--- config.mk ---
export PLATFORM = sky130hd
export DESIGN_NAME = edge_sweep_extreme_tracker_unit
export DESIGN_NICKNAME = d
export VERILOG_FILES = /design/src/hdl/estu_pkg.sv /design/src/hdl/estu_front.sv /design/src/hdl/estu_queue.sv /design/src/hdl/estu_back.sv /design/src/hdl/edge_sweep_extreme_tracker_unit.sv
export SDC_FILE = /design/constraint.sdc
export NUM_CORES = 1
export LEC_CHECK = 0
export ABC_AREA = 1
export BUFFER_PORTS_ARGS = -buffer_cell sky130_fd_sc_hd__buf_2
export CORE_ASPECT_RATIO = 0.5
export CORE_MARGIN = 4
export CORE_UTILIZATION = 50
export CTS_BUF_LIST = sky130_fd_sc_hd__clkbuf_2 sky130_fd_sc_hd__clkbuf_4 sky130_fd_sc_hd__clkbuf_8
export DETAILED_ROUTE_END_ITERATION = 16
export GPL_TIMING_DRIVEN = 0
export PLACE_DENSITY_LB_ADDON = 0.25
export SLEW_MARGIN = 30
export SYNTH_ARGS = -nofsm -noshare
export SYNTH_HDL_FRONTEND = slang
export SYNTH_SLANG_ARGS = --single-unit
--- constraint.sdc ---
create_clock -name clock -period 4.35 [get_ports clock]
set_clock_uncertainty 0.15 [all_clocks]
set_input_delay 0.435 -clock clock [delete_from_list [all_inputs] [get_ports clock]]
set_output_delay 0.435 -clock clock [all_outputs]
set_load 0.02 [all_outputs]
--- src/hdl/estu_pkg.sv ---
// ---------------------------------------------------------------------------
// estu_pkg
// Widths, codes, types and helpers shared by the edge sweep tracker.
// ---------------------------------------------------------------------------
`default_nettype none

package estu_pkg;

   localparam int BUCKET_COUNT   = 8;
   localparam int NEEDED_BUCKETS = 6;

   localparam int RAW_W     = 12;
   localparam int POS_W     = 10;
   localparam int SPAN_W    = 10;
   localparam int EDGE_W    = 2;
   localparam int EXT_W     = 14;
   localparam int OUT_EXT_W = 14;
   localparam int COVER_W   = 7;
   localparam int COUNT_W   = 16;

   // bucket index width and product width of position times bucket count
   localparam int BKT_W  = (BUCKET_COUNT > 1) ? $clog2(BUCKET_COUNT) : 1;
   localparam int PROD_W = POS_W + $clog2(BUCKET_COUNT + 1);
   localparam int STEP_W = $clog2(BKT_W + 1);

   localparam int QUEUE_DEPTH = 2;
   localparam int QPTR_W      = (QUEUE_DEPTH > 1) ? $clog2(QUEUE_DEPTH) : 1;
   localparam int QCNT_W      = $clog2(QUEUE_DEPTH + 1);

   localparam int CSR_INDEX_W = 2;
   localparam int CSR_DATA_W  = 12;
   localparam int REQ_DATA_W  = 24;
   localparam int RSP_DATA_W  = 72;

   localparam logic [EDGE_W-1:0] EDGE_RESET    = 2'd0;
   localparam logic [EDGE_W-1:0] EDGE_MIN_A    = 2'd0;
   localparam logic [EDGE_W-1:0] EDGE_MIN_B    = 2'd2;
   localparam logic [SPAN_W-1:0] SPAN_RESET    = 10'd800;
   localparam logic [RAW_W-1:0]  LIMIT_RESET   = 12'd0;

   localparam logic signed [EXT_W-1:0] SENT_HIGH = 14'sd4096;
   localparam logic signed [EXT_W-1:0] SENT_LOW  = -14'sd1;

   typedef enum logic [CSR_INDEX_W-1:0] {
      CSR_EDGE_SELECT    = 2'd0,
      CSR_EDGE_SPAN      = 2'd1,
      CSR_HARDWARE_LIMIT = 2'd2
   } csr_index_type;

   typedef enum logic [1:0] {
      FRONT_IDLE,
      FRONT_DIVIDE,
      FRONT_PUSH
   } front_state_type;

   // classified request handed from front to back
   typedef struct packed {
      logic             restart;
      logic [RAW_W-1:0] raw;
      logic [BKT_W-1:0] bucket;
   } op_type;

   // result word, first member in the highest bits
   typedef struct packed {
      logic [2:0]           pad;
      logic [OUT_EXT_W-1:0] extreme_or_limit;
      logic                 limit_reached;
      logic                 sweep_done;
      logic [COUNT_W-1:0]   pinned_count;
      logic [COUNT_W-1:0]   sample_count;
      logic [COVER_W-1:0]   covered_count;
      logic [OUT_EXT_W-1:0] extreme_value;
   } rsp_type;

   function automatic logic track_min(input logic [EDGE_W-1:0] edge_sel);
      return (edge_sel == EDGE_MIN_A) || (edge_sel == EDGE_MIN_B);
   endfunction

endpackage

`default_nettype wire

--- src/hdl/estu_front.sv ---
// ---------------------------------------------------------------------------
// estu_front
// Accepts requests and works out the bucket index with a restoring divider.
// ---------------------------------------------------------------------------
`default_nettype none

module estu_front import estu_pkg::*; (
   input  logic              clock,
   input  logic              reset,
   input  logic [SPAN_W-1:0] span,
   input  logic              req_valid,
   output logic              req_ready,
   input  logic              req_restart,
   input  logic [RAW_W-1:0]  req_raw,
   input  logic [POS_W-1:0]  req_pos,
   output logic              op_valid,
   input  logic              op_ready,
   output op_type            op
);

   front_state_type   state_ff, state_in;
   logic              restart_ff, restart_in;
   logic [RAW_W-1:0]  raw_ff, raw_in;
   logic [BKT_W-1:0]  bucket_ff, bucket_in;
   logic [SPAN_W-1:0] rem_ff, rem_in;
   logic [BKT_W-1:0]  low_ff, low_in;
   logic [STEP_W-1:0] step_ff, step_in;

   logic [SPAN_W-1:0] span_eff;
   logic [PROD_W-1:0] prod;
   logic              skip_div;
   logic [SPAN_W:0]   trial;
   logic              fits;

   assign span_eff = (span == '0) ? SPAN_W'(1) : span;
   assign prod     = PROD_W'(req_pos) * PROD_W'(BUCKET_COUNT);
   // position at or past the span lands in the last bucket
   assign skip_div = req_restart || (req_pos >= span_eff);
   assign trial    = {rem_ff, low_ff[BKT_W-1]};
   assign fits     = trial >= {1'b0, span_eff};

   always_comb begin
      state_in = state_ff;
      unique case (state_ff)
         FRONT_IDLE: begin
            if (req_valid) begin
               state_in = skip_div ? FRONT_PUSH : FRONT_DIVIDE;
            end
         end
         FRONT_DIVIDE: begin
            if (step_ff == STEP_W'(BKT_W - 1)) begin
               state_in = FRONT_PUSH;
            end
         end
         FRONT_PUSH: begin
            if (op_ready) begin
               state_in = FRONT_IDLE;
            end
         end
         default: state_in = FRONT_IDLE;
      endcase
   end

   always_comb begin
      req_ready = (state_ff == FRONT_IDLE);
      op_valid  = (state_ff == FRONT_PUSH);
   end

   always_comb begin
      restart_in = restart_ff;
      raw_in     = raw_ff;
      bucket_in  = bucket_ff;
      rem_in     = rem_ff;
      low_in     = low_ff;
      step_in    = step_ff;
      if (state_ff == FRONT_IDLE) begin
         restart_in = req_restart;
         raw_in     = req_raw;
         rem_in     = SPAN_W'(prod >> BKT_W);
         low_in     = prod[BKT_W-1:0];
         bucket_in  = skip_div ? BKT_W'(BUCKET_COUNT - 1) : '0;
         step_in    = '0;
      end else if (state_ff == FRONT_DIVIDE) begin
         rem_in    = fits ? SPAN_W'(trial - {1'b0, span_eff}) : SPAN_W'(trial);
         bucket_in = (bucket_ff << 1) | BKT_W'(fits);
         low_in    = low_ff << 1;
         step_in   = step_ff + STEP_W'(1);
      end
   end

   always_ff @(posedge clock) begin
      if (reset) begin
         state_ff <= FRONT_IDLE;
      end else begin
         state_ff <= state_in;
      end
   end

   always_ff @(posedge clock) begin
      restart_ff <= restart_in;
      raw_ff     <= raw_in;
      bucket_ff  <= bucket_in;
      rem_ff     <= rem_in;
      low_ff     <= low_in;
      step_ff    <= step_in;
   end

   assign op.restart = restart_ff;
   assign op.raw     = raw_ff;
   assign op.bucket  = bucket_ff;

endmodule

`default_nettype wire

--- src/hdl/estu_queue.sv ---
// ---------------------------------------------------------------------------
// estu_queue
// Short first-in first-out queue between the front and the back.
// ---------------------------------------------------------------------------
`default_nettype none

module estu_queue import estu_pkg::*; (
   input  logic   clock,
   input  logic   reset,
   input  logic   in_valid,
   output logic   in_ready,
   input  op_type in_data,
   output logic   out_valid,
   input  logic   out_ready,
   output op_type out_data
);

   op_type            mem_ff [QUEUE_DEPTH];
   logic [QPTR_W-1:0] wr_ptr_ff, wr_ptr_in;
   logic [QPTR_W-1:0] rd_ptr_ff, rd_ptr_in;
   logic [QCNT_W-1:0] count_ff, count_in;
   logic              push, pop;

   assign in_ready  = (count_ff != QCNT_W'(QUEUE_DEPTH));
   assign out_valid = (count_ff != '0);
   assign out_data  = mem_ff[rd_ptr_ff];
   assign push      = in_valid && in_ready;
   assign pop       = out_valid && out_ready;

   always_comb begin
      wr_ptr_in = wr_ptr_ff;
      rd_ptr_in = rd_ptr_ff;
      count_in  = count_ff;
      if (push) begin
         wr_ptr_in = (wr_ptr_ff == QPTR_W'(QUEUE_DEPTH - 1)) ? '0 : wr_ptr_ff + QPTR_W'(1);
      end
      if (pop) begin
         rd_ptr_in = (rd_ptr_ff == QPTR_W'(QUEUE_DEPTH - 1)) ? '0 : rd_ptr_ff + QPTR_W'(1);
      end
      if (push && !pop) begin
         count_in = count_ff + QCNT_W'(1);
      end else if (pop && !push) begin
         count_in = count_ff - QCNT_W'(1);
      end
   end

   always_ff @(posedge clock) begin
      if (reset) begin
         wr_ptr_ff <= '0;
         rd_ptr_ff <= '0;
         count_ff  <= '0;
      end else begin
         wr_ptr_ff <= wr_ptr_in;
         rd_ptr_ff <= rd_ptr_in;
         count_ff  <= count_in;
      end
   end

   always_ff @(posedge clock) begin
      if (push) begin
         mem_ff[wr_ptr_ff] <= in_data;
      end
   end

endmodule

`default_nettype wire

--- src/hdl/estu_back.sv ---
// ---------------------------------------------------------------------------
// estu_back
// Applies queued requests to the sweep state and registers the result.
// ---------------------------------------------------------------------------
`default_nettype none

module estu_back import estu_pkg::*; (
   input  logic              clock,
   input  logic              reset,
   input  logic [EDGE_W-1:0] edge_sel,
   input  logic [RAW_W-1:0]  limit,
   input  logic              op_valid,
   output logic              op_ready,
   input  op_type            op,
   output logic              rsp_valid,
   input  logic              rsp_ready,
   output rsp_type           rsp_data
);

   logic signed [EXT_W-1:0]   ext_ff, ext_in;
   logic [BUCKET_COUNT-1:0]   hit_ff, hit_in;
   logic [COVER_W-1:0]        covered_ff, covered_in;
   logic [COUNT_W-1:0]        samples_ff, samples_in;
   logic [COUNT_W-1:0]        pinned_ff, pinned_in;
   logic                      done_ff, done_in;
   logic                      rsp_valid_ff, rsp_valid_in;
   rsp_type                   rsp_data_ff, rsp_data_in;

   logic                      pop;
   logic                      seek_low;
   logic signed [EXT_W-1:0]   raw_s;
   logic signed [EXT_W-1:0]   lim_s;
   logic                      beats;
   logic                      pinned;
   logic                      reached;

   assign op_ready = !rsp_valid_ff || rsp_ready;
   assign pop      = op_valid && op_ready;
   assign seek_low = track_min(edge_sel);
   assign raw_s    = signed'({{(EXT_W-RAW_W){1'b0}}, op.raw});
   assign lim_s    = signed'({{(EXT_W-RAW_W){1'b0}}, limit});
   assign beats    = seek_low ? (raw_s < ext_ff) : (raw_s > ext_ff);
   assign pinned   = seek_low ? (raw_s <= lim_s) : (raw_s >= lim_s);

   always_comb begin
      ext_in     = ext_ff;
      hit_in     = hit_ff;
      covered_in = covered_ff;
      samples_in = samples_ff;
      pinned_in  = pinned_ff;
      done_in    = done_ff;
      if (pop) begin
         if (op.restart) begin
            ext_in     = seek_low ? SENT_HIGH : SENT_LOW;
            hit_in     = '0;
            covered_in = '0;
            samples_in = '0;
            pinned_in  = '0;
            done_in    = 1'b0;
         end else begin
            if (beats) begin
               ext_in = raw_s;
            end
            if (!hit_ff[op.bucket]) begin
               hit_in[op.bucket] = 1'b1;
               covered_in        = covered_ff + COVER_W'(1);
            end
            if (samples_ff != '1) begin
               samples_in = samples_ff + COUNT_W'(1);
            end
            if (pinned && (pinned_ff != '1)) begin
               pinned_in = pinned_ff + COUNT_W'(1);
            end
            done_in = done_ff || (covered_in >= COVER_W'(NEEDED_BUCKETS));
         end
      end
   end

   assign reached = (covered_in != '0) &&
                    (seek_low ? (ext_in <= lim_s) : (ext_in >= lim_s));

   always_comb begin
      rsp_data_in                  = rsp_data_ff;
      rsp_valid_in                 = rsp_valid_ff;
      if (pop) begin
         rsp_valid_in                  = 1'b1;
         rsp_data_in.pad               = '0;
         rsp_data_in.extreme_value     = ext_in;
         rsp_data_in.covered_count     = covered_in;
         rsp_data_in.sample_count      = samples_in;
         rsp_data_in.pinned_count      = pinned_in;
         rsp_data_in.sweep_done        = done_in;
         rsp_data_in.limit_reached     = reached;
         rsp_data_in.extreme_or_limit  = done_in ? ext_in : {2'b00, limit};
      end else if (rsp_ready) begin
         rsp_valid_in = 1'b0;
      end
   end

   always_ff @(posedge clock) begin
      if (reset) begin
         ext_ff       <= SENT_HIGH;
         hit_ff       <= '0;
         covered_ff   <= '0;
         samples_ff   <= '0;
         pinned_ff    <= '0;
         done_ff      <= 1'b0;
         rsp_valid_ff <= 1'b0;
      end else begin
         ext_ff       <= ext_in;
         hit_ff       <= hit_in;
         covered_ff   <= covered_in;
         samples_ff   <= samples_in;
         pinned_ff    <= pinned_in;
         done_ff      <= done_in;
         rsp_valid_ff <= rsp_valid_in;
      end
   end

   always_ff @(posedge clock) begin
      rsp_data_ff <= rsp_data_in;
   end

   assign rsp_valid = rsp_valid_ff;
   assign rsp_data  = rsp_data_ff;

endmodule

`default_nettype wire

--- src/hdl/edge_sweep_extreme_tracker_unit.sv ---
// ---------------------------------------------------------------------------
// edge_sweep_extreme_tracker_unit
// Touch-panel edge sweep tracker: running extreme, coverage and counters.
// ---------------------------------------------------------------------------
// Each request either restarts the sweep or adds one sample, and every
// request returns exactly one response holding the state after the update.
// A sample is placed in bucket position * BUCKET_COUNT / span (span zero
// counts as one), clamped to the last bucket. The bucket index comes from a
// restoring divider in the front part that resolves one quotient bit per
// cycle, three bits for eight buckets, so a sample passes through accept,
// three divide steps and hand-off, while a restart or a position at or
// beyond the span skips the divide steps. The back part updates the sweep
// state and holds the response in an output register; a two-entry queue
// between the parts lets the front take the next request while the back
// waits for the response to be taken. Edge select 0 and 2 track the
// minimum raw value, 1 and 3 the maximum. Restart loads the extreme with a
// sentinel (4096 for minimum, -1 for maximum); reset loads 4096. Sample and
// pinned counters saturate at 65535. Write configuration only while no
// request is in flight.
// ---------------------------------------------------------------------------
`default_nettype none

module edge_sweep_extreme_tracker_unit import estu_pkg::*; (
   input  logic                   clock,
   input  logic                   reset,
   // configuration write port
   input  logic                   csr_wr_en,
   input  logic [CSR_INDEX_W-1:0] csr_index,
   input  logic [CSR_DATA_W-1:0]  csr_wdata,
   // request stream
   input  logic                   req_tvalid,
   output logic                   req_tready,
   input  logic [REQ_DATA_W-1:0]  req_tdata,   // raw_reading[11:0], along_position[21:12]
   input  logic [0:0]             req_tuser,   // command[0]: 1 restarts the sweep
   // response stream
   output logic                   rsp_tvalid,
   input  logic                   rsp_tready,
   output logic [RSP_DATA_W-1:0]  rsp_tdata    // extreme_value[13:0], covered_count[20:14],
                                               // sample_count[36:21], pinned_count[52:37],
                                               // sweep_done[53], limit_reached[54],
                                               // extreme_or_limit[68:55]
);

   // configuration registers
   logic [EDGE_W-1:0] edge_sel_ff, edge_sel_in;
   logic [SPAN_W-1:0] span_ff, span_in;
   logic [RAW_W-1:0]  limit_ff, limit_in;

   // front to queue, queue to back
   logic    fq_valid, fq_ready;
   op_type  fq_op;
   logic    qb_valid, qb_ready;
   op_type  qb_op;
   rsp_type rsp_word;

   // decode configuration writes; an unused index is dropped
   always_comb begin
      edge_sel_in = edge_sel_ff;
      span_in     = span_ff;
      limit_in    = limit_ff;
      if (csr_wr_en) begin
         unique case (csr_index)
            CSR_EDGE_SELECT:    edge_sel_in = csr_wdata[EDGE_W-1:0];
            CSR_EDGE_SPAN:      span_in     = csr_wdata[SPAN_W-1:0];
            CSR_HARDWARE_LIMIT: limit_in    = csr_wdata[RAW_W-1:0];
            default:            ;
         endcase
      end
   end

   always_ff @(posedge clock) begin
      if (reset) begin
         edge_sel_ff <= EDGE_RESET;
         span_ff     <= SPAN_RESET;
         limit_ff    <= LIMIT_RESET;
      end else begin
         edge_sel_ff <= edge_sel_in;
         span_ff     <= span_in;
         limit_ff    <= limit_in;
      end
   end

   // accept requests and classify them into a bucket
   estu_front u_front (
      .clock       (clock),
      .reset       (reset),
      .span        (span_ff),
      .req_valid   (req_tvalid),
      .req_ready   (req_tready),
      .req_restart (req_tuser[0]),
      .req_raw     (req_tdata[RAW_W-1:0]),
      .req_pos     (req_tdata[RAW_W+POS_W-1:RAW_W]),
      .op_valid    (fq_valid),
      .op_ready    (fq_ready),
      .op          (fq_op)
   );

   // decouple the divider from the response stall
   estu_queue u_queue (
      .clock     (clock),
      .reset     (reset),
      .in_valid  (fq_valid),
      .in_ready  (fq_ready),
      .in_data   (fq_op),
      .out_valid (qb_valid),
      .out_ready (qb_ready),
      .out_data  (qb_op)
   );

   // update the sweep state and hold the response
   estu_back u_back (
      .clock     (clock),
      .reset     (reset),
      .edge_sel  (edge_sel_ff),
      .limit     (limit_ff),
      .op_valid  (qb_valid),
      .op_ready  (qb_ready),
      .op        (qb_op),
      .rsp_valid (rsp_tvalid),
      .rsp_ready (rsp_tready),
      .rsp_data  (rsp_word)
   );

   assign rsp_tdata = rsp_word;

endmodule

`default_nettype wire

# --- Word-level counts from Yosys, hierarchy flattened ---
# Memories as Yosys holds them, arrays and structs flattened. A register that Yosys moved wholly into a read port is not among the register bits.
# Index checks and enable logic that the tools add are counted.
op_classes:
  shifts: 0
  n_div: 0
  bitwise_logic: 2
  mul: 0
  mux: 49
  n_eq_ne: 13
  n_reduce_logical: 28
  add_sub_neg: 9
  order_cmp: 11
op_table:
  columns: ["cell", "n"]
  rows:
  - ["16-bit two-way mux", 6]
  - ["14-bit two-way mux", 4]
  - ["10-bit two-way mux", 4]
  - ["7-bit two-way mux", 5]
  - ["16-bit by 1-bit adder with 16-bit output, second input constant", 2]
  - ["16-bit inequality test, second input constant", 2]
  - ["8-bit two-way mux", 2]
  - ["1-bit two-way mux", 15]
  - ["14-bit by 13-bit >= comparator with 1-bit output", 1]
  - ["13-bit by 14-bit greater-than comparator with 1-bit output", 1]
  - ["14-bit by 13-bit <= comparator with 1-bit output", 1]
  - ["13-bit by 14-bit less-than comparator with 1-bit output", 1]
  - ["12-bit >= comparator", 1]
  - ["12-bit <= comparator", 1]
  - ["12-bit two-way mux", 1]
  - ["2-bit two-way mux", 6]
  - ["11-bit by 10-bit >= comparator with 1-bit output", 1]
  - ["10-bit >= comparator", 1]
  - ["10-bit zero test", 1]
  - ["10-bit subtractor", 1]
  - ["3-bit two-way mux", 3]
  - ["2-bit == test, second input constant", 4]
  - ["2-bit inequality test, second input constant", 4]
  - ["8-bit bitwise OR", 1]
  - ["21 further kinds", 43]
word_totals:
  mem_bits_rw: 32
  n_memories: 1
  mem_bits_ro: 0
  latch_bits: 0
  input_bits: 44
  word_cells: 140
  regBits: 190
mem_list:
  columns: ["memory", "words", "width", "read_ports", "rd_ports_with_merged_regs", "write_ports", "line_no", "rtl"]
  rows:
  - ["u_queue.mem_ff", 2, 16, 1, 1, 1, "estu_queue.sv:18", "op_type mem_ff [QUEUE_DEPTH];"]

# --- Longest topological paths before layout ---
logic_depth:
  word_depth: 10
  mapped_depth: 29
  mapped_depth_nobuf: 26

# --- By module ---
# A second synthesis with hierarchy kept.
hier_totals:
  cells_unflattened: 1311
  area_unflattened_um2: 11548.6
by_module_without_submodules:
  columns: ["mod", "instances", "cells_each", "area_per_inst_um2"]
  rows:
  - ["estu_back", 1, 824, 6962.9]
  - ["estu_front", 1, 250, 2098.3]
  - ["estu_queue", 1, 87, 1448.9]
  - ["edge_sweep_extreme_tracker_unit", 1, 150, 1038.5]

# --- Worst setup path before layout ---
# Ideal clock, no wire load.
synth_path:
  path_type: "in2reg"
  start: "input rsp_tready"
  end: "register u_back.pinned_ff[10]"
  arrival_ns: 3.490
  path_buffers: 2
  cell_stages: 6
  setup_slack_ns: 0.636
  setup_ns: 0.073
  cell_sequence: "nor2_1 a21oi_2 clkbuf_1 clkbuf_1 nand3_1 a21oi_1"
synth_via:
  elab_chain_cells: 3
synth_lines:
  columns: ["element", "line_no", "rtl"]
  rows:
  - ["start: declaration", "edge_sweep_extreme_tracker_unit.sv:37", "input logic rsp_tready,"]
  - ["1-bit logical OR", "estu_back.sv:37", "assign op_ready = !rsp_valid_ff || rsp_ready;"]
  - ["1-bit logical AND", "estu_back.sv:38", "assign pop = op_valid && op_ready;"]
  - ["via u_back.pop", "estu_back.sv:29", "logic pop;"]
  - ["16-bit two-way mux", "estu_back.sv:52", "if (pop) begin"]
  - ["end signal: assignment", "estu_back.sv:114", "pinned_ff <= pinned_in;"]
  - ["end: declaration", "estu_back.sv:24", "logic [COUNT_W-1:0] pinned_ff, pinned_in;"]
# The timed path passes the listed nets, and every way through them passes these cells.
# A chain may end at the register's enable or synchronous reset.

==> metrics.md <==
| Metric | Value |
|---|---|
| Largest net degree at the start of global routing | 48 |
| Via count | 9,290 |
| Crit path max fanout | 10 |
| Synthesized cell area | between 10,000 and 15,000 sq um |
| HP Start | csr_wdata[9] |
| Layout cell share with drive strength beyond 1 | 0.151 |
| CTS clk-pin slew, worst paths | 0.07 ns |
| GRT Residual Overflow | 0 |
| Worst Max-Slew Pin Slew | 0.879 ns |
| Storage element area | between 5000 and 6000 sq um |
| Fillers | a little under 2,000 |
| # rows | 38 |
| Internal | 5530 uW |
| Die ar. | between 20,000 and 25,000 sq um |
| Antenna Violating Nets Remaining | 0 |
| Main synth FF type | edfxtp_1 |
| Final wirelength | between 20,000 and 30,000 um |
| Adder-cell share of the synthesized area | 0.0719 |
| Die height | between 100 and 150 um |
| Layout Nets | 1,543 |
| Ys Warns | 0 |
| Critical path capture point type | flip-flop |
| Initial antenna violation count | 0 |
| Distinct cells, synth | 46 |
| Async SR Flop Fraction | 0 |
| I/O pin count | between 100 and 150 |
| Post-synth EDFFs | 127 |
| Switching Fraction | 0.431 |
| Synth Instances | approximately 1,300 |
| Slew margin rel. | 0.413 |
| CTS buffer count | 34 |
| Main combinational cell family by area after synthesis | simple AND/OR/NAND/NOR gates |
| Number of I/O port buffers | about 110 |
| Multi-input logic area | between 4000 and 5000 sq um |
| Combinational Power Share | 0.467 |
| HP Class | input pin to flip-flop |
| Final cell count without fillers | roughly 1,800 |
| Max-cap violations | 0 |
| Post-synthesis register bit count | 222 |
| Status | finished, final reports clean |
| Global-route wire length before repair | ~46,000 um |
| Post-synthesis xor/xnor area fraction | 0.0230 |
| Setup Viol. Count Final | 0 |
| Clk buf depth | 3 |
| Overall die width | 218 um |
| Final period utilization | 0.927 |
| Setup crit start kind | flip-flop |
| TritonCTS clock tree | done |
| Post-synthesis sequential area ratio | 0.516 |
| Area of the core | 21,700 sq um |
| Leakage | roughly 0.0056 uW |
| Average instance area after synthesis | between 8 and 9 sq um |
| Complex-gate fraction of the synthesized area | 0.0873 |
| Number of global-route vias before repair | roughly 9,100 |
| Area Growth Syn to Fin | 17.4% |
| Peak supply drop | around 0.34 mV |
| Total track usage | 0.229 |
| Post CTS Setup Buffer Count | 0 |
| Drt first pass iters | 6 |
| Post-synthesis mux area share | 0.000904 |
| Fmax | roughly 250 MHz |
| H-tree depth | 2 |
| Initial DRC count | 760 |
| CP Data Arrival Time | 4.16 ns |
| Flop pwr share | 0.341 |
| Placed cells | 1,688 |
| Clock network power share | 0.193 |
| CTS root buf | clkbuf_8 |
| Clock Latency Late Sink | about 0.54 ns |
| Worst EP required | 4.48 ns |
| Worst Setup Path Type | flip-flop to flip-flop |
| Final GP Congestion | slightly below 0.9 |
| Final Hold Vio Count | 0 |
| Slew Viols, Final | 0 |
| Starting density of the core | 0.509 |
| CTS sink cnt | approximately 220 |
| Pwr Density | between 700 and 800 nW/um^2 |
| Vias per inst | 5.27 |
| Post-DP HPWL | between 20,000 and 25,000 um |
| Synth Area in Simple Gates | 0.232 |
| Hold Slack | roughly 0.026 ns |
| Number of remaining DRC errors | 0 |
| Final worst path period need | 4.03 ns |
| Avg WL per Cell | between 15 and 20 um |
| Net switching power | approximately 4200 uW |
cell usage after synthesis (3+ instances only):
library cell  instances  area share
nor2_1               84       0.028
nand2_4               4      0.0041
nand4_1              22       0.012
a21oi_1              85       0.038
buf_4                 4      0.0027
o21ai_0              73       0.033
inv_2                 3      0.0010
nand3_1              94       0.043
xor2_1               18       0.014
buf_1                 4      0.0014
and2_1               12      0.0068
inv_1               142       0.048
buf_2                 5      0.0023
nor3_1               39       0.018
edfxtp_1            127        0.34
nor4_1               11      0.0062
nand2_2               5      0.0028
o211ai_1              5      0.0034
ha_1                 62       0.070
clkbuf_1             25      0.0085
xnor2_1              11      0.0087
dfxtp_1              95        0.17
nor2_2                4      0.0023
nand2_1             308        0.10
nand3b_1              6      0.0041
flip-flops by register name (all words and copies together) (netlist names), 10 cells and up, named ones only:
| name | cells |
|---|---|
| u_front.raw_ff | 12 |
| u_front.rem_ff | 10 |
| u_back.ext_ff | 14 |
| u_back.pinned_ff | 16 |
| span_ff | 10 |
| u_queue.mem_ff | 32 |
| u_back.samples_ff | 16 |
| u_back.rsp_data | 69 |
| limit_ff | 12 |
through the flow:
step	power, uW	TNS, ns	instance area, sq um	setup slack (ns)	utilization
floorplan	6380	0	11100	0.636	-
global placement	7570	-51.91	12000	-0.772	0.553
detailed placement	7690	-0.293	12000	-0.293	0.554
CTS	9620	0	12900	0.00324	0.594
global route	10500	-0.00931	13000	-0.00931	0.598
finish	9730	0	13000	0.317	0.598
area by class of cell:
| class | count | area share |
|---|---|---|
| well taps | 300 | 0.0289 |
| multi-input cells | 866 | 0.361 |
| diodes | 1 | 0.000193 |
| inverters | 148 | 0.0431 |
| clock inverters | 10 | 0.00742 |
| clock buffers | 52 | 0.0488 |
| flip-flops and latches | 222 | 0.440 |
| repair buffers | 125 | 0.0549 |
| plain buffers | 39 | 0.0157 |
timing repair:
item / 4_1_cts / 5_1_grt
hold buffers: 13 / 0
gates resized for setup: 8 / 30
pin swaps: 0 / 0
endpoints found under the hold margin: 13 / 0
setup endpoints to repair: 1 / 1
cells by family (layout without fill, tap and decap cells):
kind of cell,Yosys count,after routing
buffers and inverters,188,374
adder cells (fa/ha/maj),63,63
AND/OR/NAND/NOR,590,590
flip-flops,222,222
multiplexers,1,1
other,1,4
AO/OA/AOI/OAI,180,180
XOR/XNOR,29,29
worst max-delay path, cell delays in order, from the launching register on:
cell	delay, ns
dfxtp_1	0.31
buf_6	0.15
buf_4	0.18
nand2_1	0.07
nand2_1	0.12
ha_1	0.32
nand2_1	0.08
nor2_1	0.17
and2_1	0.16
nand2_1	0.07
nand3_1	0.12
nand2_1	0.10
nand2_2	0.11
buf_6	0.16
nand2_1	0.06
nand3_1	0.08
nand2_1	0.08
o21ai_2	0.16
ha_1	0.31
nand4_1	0.14
o221ai_1	0.15
a21oi_2	0.17
nand3_1	0.11
nand2_1	0.07
nand2_1	0.05
nand2_1	0.07
a21oi_1	0.06
per-layer routing:
layer  vias to the layer above  wire length (um)  global-route usage
li1                       4620                 -                   -
met1                      4332             12700               0.313
met2                       288             12800               0.375
met3                        50              1890              0.0486
met4                         0               585              0.0623
met5                         -                 0                   0
layout by cell type, fill, tap and decap left out, types with 38 or more instances in the layout:
cell type	count
dfxtp_1	95
clkbuf_8	39
buf_2	114
inv_1	142
nand3_1	94
nor2_1	81
edfxtp_1	127
nand2_1	306
ha_1	61
nor3_1	38
o21ai_0	60
a21oi_1	83
power by group through the flow:
stage          registers, uW  logic [uW]  clock network, uW
2_1_floorplan           3720        2660                  0
3_3_place_gp            3380        4190                  0
3_5_place_dp            3360        4340                  0
4_1_cts                 3320        4390               1920
5_1_grt                 3380        5080               2020
6_report                3310        4540               1870
path summary, 6_finish.rpt:
path,end,slack (ns),cells past startpoint
hold reg to reg,u_queue.mem_ff[0][2]$_DFFE_PP_,0.30,0
hold / removal,span_ff[9]$_SDFFE_PP1P_,0.03,3
setup reg to reg,u_back.rsp_data[54]$_DFFE_PP_,0.32,26
setup / recovery,u_back.rsp_data[54]$_DFFE_PP_,0.32,26
(Power assumes the default switching activity.)
